`src/rtl/occupancy_grid_block_or_downsampler_macros.svh`:
```
// Assertion macros shared by the downsampler RTL.
`ifndef OCCUPANCY_GRID_BLOCK_OR_DOWNSAMPLER_MACROS_SVH
`define OCCUPANCY_GRID_BLOCK_OR_DOWNSAMPLER_MACROS_SVH

// Same-cycle implication, disabled in reset.
`define OGD_ASSERT_IMP(label, clk, rst, ante, cons, msg) \
  label: assert property (@(posedge clk) disable iff (rst) (ante) |-> (cons)) \
    else $error(msg);

// Next-cycle implication, disabled in reset.
`define OGD_ASSERT_NXT(label, clk, rst, ante, cons, msg) \
  label: assert property (@(posedge clk) disable iff (rst) (ante) |=> (cons)) \
    else $error(msg);

`endif

```
`src/rtl/ogd_pkg.sv`:
```
// Types and constants of the occupancy grid downsampler.
`timescale 1ns / 1ps
package ogd_pkg;

  localparam int BS_W    = 5;   // block size register width
  localparam int SIZE_W  = 13;  // fine map size register width
  localparam int CNT_W   = 12;  // fine and coarse counter width
  localparam int BLK_W   = 4;   // in-block counter width
  localparam int ADDR_W  = 4;   // APB address width
  localparam int DATA_W  = 32;  // APB data width

  localparam logic [BS_W-1:0]   BS_MAX   = 5'd16;
  localparam logic [SIZE_W-1:0] SIZE_MAX = 13'd4096;

  // Register index within the APB map, byte address / 4.
  typedef enum logic [1:0] {
    REG_BLOCK_SIZE  = 2'd0,
    REG_FINE_WIDTH  = 2'd1,
    REG_FINE_HEIGHT = 2'd2
  } ogd_reg_t;

  // Status of an iterative divider.
  typedef struct packed {
    logic busy;
    logic done;
  } ogd_div_stat_t;

endpackage

```
`src/rtl/ogd_div.sv`:
```
// Restoring divider, one quotient bit per cycle, map size by block size.
`timescale 1ns / 1ps
module ogd_div
  import ogd_pkg::*;
(
  input  logic              clk,
  input  logic              rst,
  input  logic              start,
  input  logic [SIZE_W-1:0] dividend,
  input  logic [BS_W-1:0]   divisor,
  output logic [SIZE_W-1:0] quotient,
  output ogd_div_stat_t     stat
);

  localparam int STEP_W = $clog2(SIZE_W);
  localparam logic [STEP_W-1:0] LAST_STEP = STEP_W'(SIZE_W - 1);

  logic [SIZE_W-1:0] dvd;
  logic [BS_W-1:0]   rem;
  logic [BS_W-1:0]   dsr;
  logic [STEP_W-1:0] step;
  logic              busy;
  logic              done;
  logic [BS_W:0]     trial;
  logic              fits;

  // Shift the next dividend bit into the remainder and test it.
  always_comb begin
    trial = {rem, dvd[SIZE_W-1]};
    fits  = trial >= {1'b0, dsr};
  end

  // Control.
  always_ff @(posedge clk) begin
    if (rst) begin
      busy <= 1'b0;
      done <= 1'b0;
      step <= '0;
    end else begin
      done <= 1'b0;
      if (start) begin
        busy <= 1'b1;
        step <= '0;
      end else if (busy) begin
        step <= step + 1'b1;
        if (step == LAST_STEP) begin
          busy <= 1'b0;
          done <= 1'b1;
        end
      end
    end
  end

  // Datapath.
  always_ff @(posedge clk) begin
    if (start) begin
      dvd      <= dividend;
      dsr      <= divisor;
      rem      <= '0;
      quotient <= '0;
    end else if (busy) begin
      dvd      <= {dvd[SIZE_W-2:0], 1'b0};
      quotient <= {quotient[SIZE_W-2:0], fits};
      rem      <= fits ? BS_W'(trial - {1'b0, dsr}) : trial[BS_W-1:0];
    end
  end

  assign stat.busy = busy;
  assign stat.done = done;

endmodule

```
`config.mk`:
```
export PLATFORM = sky130hd
export DESIGN_NAME = ogd_div
export DESIGN_NICKNAME = d
export VERILOG_FILES = /design/src/rtl/occupancy_grid_block_or_downsampler_macros.svh /design/src/rtl/ogd_pkg.sv /design/src/rtl/ogd_div.sv
export SDC_FILE = /design/constraint.sdc
export NUM_CORES = 1
export LEC_CHECK = 0
export ABC_AREA = 1
export BUFFER_PORTS_ARGS = -buffer_cell sky130_fd_sc_hd__clkbuf_2
export CORE_UTILIZATION = 44
export DETAILED_ROUTE_END_ITERATION = 10
export HOLD_SLACK_MARGIN = 0.08
export PLACE_DENSITY = 0.65
export SETUP_SLACK_MARGIN = 0.3
export SYNTH_ARGS = -nofsm -noshare
export SYNTH_HDL_FRONTEND = slang
export SYNTH_SLANG_ARGS = --single-unit
```
`constraint.sdc`:
```
create_clock -name clk -period 2.2 [get_ports clk]
set_input_delay 0.33 -clock clk [delete_from_list [all_inputs] [get_ports clk]]
set_output_delay 0.33 -clock clk [all_outputs]
set_load 0.02 [all_outputs]
```
==> impl_results.md <==
- Outcome: finished clean
- Buffer levels on the longest clock path: 2
- Area of all placed cells without fillers: between 2000 and 2500 um^2
- Area Growth Syn to Fin: 17.5%
- Worst Setup Path Type: flip-flop to flip-flop
- Number of global-route vias before repair: around 1300
- Worst slew pin tran: 0.556 ns
- Yosys warning total: 0
- Initial DRT Pass Iterations: 5
- Remaining routing DRC violations: 0
- Vert. Die Dim: 68.8 um
- Port Buffer Count: 35
- Synthesized-area fraction occupied by ao, oa, aoi and oai cells: around 9%
- DRC violation total after the first TritonRoute iteration: 59
- Worst slew margin: a little over three fifths
- Clock sink count: 42
- Worst path required time: 2.38 ns
- Insertion delay of the later-clocked pin in the worst-skew pair: ~0.29 ns
- Share of the synthesized area in the top cell type: between 20 and 30%
- TritonCTS clock tree: done
- Area of the die: between 4000 and 5000 um^2
- Average wire per cell in the routed design: about 11 um
- Wire length after detailed routing: roughly 3.4 mm
- Number of vias in the routed layout: around 1400
- Main area contributors after synthesis: edfxtp_1 (28%), dfxtp_1 (25%), nand2_1 (14%)
- Combinational family with the most area after synthesis: simple AND/OR/NAND/NOR gates
- Predominant post-synthesis flop cell: dfxtp_1
- Post-synthesis share of cell area spent on xor and xnor gates: less than 1%
- Routed via count divided by cell count: 4.76
- Total clock buffers created by CTS: 5
- Commonest cells after routing, fill and taps aside: nand2_1 (72), clkbuf_2 (35), inv_1 (28), dfxtp_1 (24), edfxtp_1 (18)
- Final Max Tran Viols: 0
- GRT Total Usage: roughly 16%
- Final critical path time including I/O delays and setup: about 1.8 ns
- Syn avg cell area: 9.20 um^2
- Clock-pin slew on the worst setup and hold paths: about 0.080 ns
- Total power draw: ~1.7 mW
- Die width: approximately 69 um
- Leakage: 1.07 nW
- Final period util: 80.6%
- Number of flops mapped to enable cells by yosys: 18
- Async set or reset register ratio after synthesis: 0%
- Cell area after synthesis: about 2000 um^2
- Total negative setup slack: 0 ns
- Library cell with the largest summed area after synthesis: edfxtp_1
- Maximum number of pins on one net before global-route repair: 26
- Clock root buffer: clkbuf_8
- Synthesized netlist cell count: around 210
- Total number of placement rows: 23
- Peak supply drop: around 0.52 mV
- Count of different cell masters after synthesis: 31
- Post-placement worst setup slack: roughly 0.43 ns
- Total of endpoints with negative setup slack in the final report: 0
- Commonest non-fill, non-tap cell in the layout: nand2_1
- Post-route clock skew: between 0.005 and 0.006 ns
- Synthesized Nets: around 240
- Weighted congestion at the end of routability-driven global placement: 0.823
- RSZ-0062 raised after global routing: no
- H-tree depth: 2
- Crit Path Max Fanout: 6
- Ports placed on the boundary: 36
- Fin util: about 56%
- Mux cell area share after synthesis: 0%
- Floorplan Core Area: slightly above 4000 um^2
- Pwr Density: approximately 730 nW/um^2
- Dpl cell area: approximately 2200 um^2
- Antenna Nets Post-Route: 0
- Type of element launching the critical path: flip-flop
- Number of nets at the end of the flow: ~280
- Data arrival time of the worst path: between 1.5 and 2 ns
- CP endpoint kind: flip-flop
- Hold Fails Final Rpt: 0
- Basic-gate share of the synthesized area counting and, or, nand and nor cells: about a quarter
- Register bit total from synthesis: 42
- Max Cap Viol: 0
- Total half-perimeter wirelength after legalization and detailed placement: roughly 2.4 mm
- Gr ovfl total: 0
- Ant diodes: 0
- Fmax: 564 MHz
- Setup slack after layout: between 0.4 and 0.5 ns
- Share of layout cells above drive strength 1: 28.5%
- Adder-cell share of the synthesized area: under 10%
- Path category of the worst min-delay check: primary input to flip-flop
- Initial Utilization: between 40 and 50%
- Initial antenna violation count: 0
- Wire length of the first global-routing pass: approximately 5.5 mm
- Sequential share of the synthesized area: between 50% and 60%
[kinds of logic after synthesis]
family          count (synthesis)
buf+inv                        40
fa+ha+maj                       8
flops                          42
compound gates                 19
xor+xnor                        1
simple gates                  103
[Yosys cell counts, drive strengths merged, types with 2 or more instances]
master / number
o21ai: 2
nor3: 3
a21oi: 4
inv: 33
o22ai: 11
ha: 7
dfxtp: 24
edfxtp: 18
buf: 7
nor2: 8
nand2: 75
nand3: 12
[stage by stage]
step / cells / hold WS (ns)
after floorplan: 213 / 0.399
after global placement: 292 / 0.452
after detailed placement: 292 / 0.453
after CTS: 300 / 0.200
after global routing: 303 / 0.198
final: 303 / 0.209
[where the power goes]
group          switching (mW)  leakage, nW  internal (mW)
Sequential             0.0227        0.377          0.862
Combinational           0.151        0.642         0.0948
Clock                   0.251       0.0510          0.289
Total                   0.426         1.07           1.25
[registers in the layout, summed over array words and instances, names as in the netlist]
register and cells:
busy 1, done 1, dsr 5, dvd 13, quotient 13, rem 5, step 4
[final cells by class]
class                           instances  area [um^2]
Fill cell                             395         1840
Sequential cell                        42         1020
Multi-Input combinational cell        131          786
Timing Repair Buffer                   39          205
Inverter                               33          129
Clock buffer                            7         97.6
Tap cell                               50         62.6
Clock inverter                          1         3.75
[path summary, 6_finish.rpt]
path                                    from      endpoint  slack (ns)  cells after the start
worst max-delay path                 dvd[12]        rem[3]        0.43                     12
worst min-delay path                     rst          busy        0.21                      2
worst max register to register       dvd[12]        rem[3]        0.43                     12
worst min register to register  quotient[12]  quotient[12]        0.46                      2
[critical path, stage by stage, from the launching register on]
cell and delay (ns):
edfxtp_1 0.38, inv_1 0.08, ha_2 0.17, inv_2 0.05, fa_2 0.38, inv_1 0.08, nand2_2 0.07, nand3_4 0.11
nand3_4 0.11, nand2_2 0.10, nand2_1 0.05, nand2_1 0.05, nand2_1 0.05
[metal layers]
layer  track usage (%)  wire length [um]  vias to the layer above
li1                  -                 -                      759
met1              20.1              1520                      641
met2              24.8              1660                       34
met3              5.92               157                        8
met4              7.65                80                        0
met5                 0                 0                        -
[timing repair]
| item | CTS | global route |
|---|---|---|
| setup buffers | 0 | 3 |
| endpoints found under the setup margin | 0 | 6 |
| resized for setup | 0 | 8 |
| hold buffers | 0 | 0 |
No activity file was read; power rests on OpenSTA's default activity.
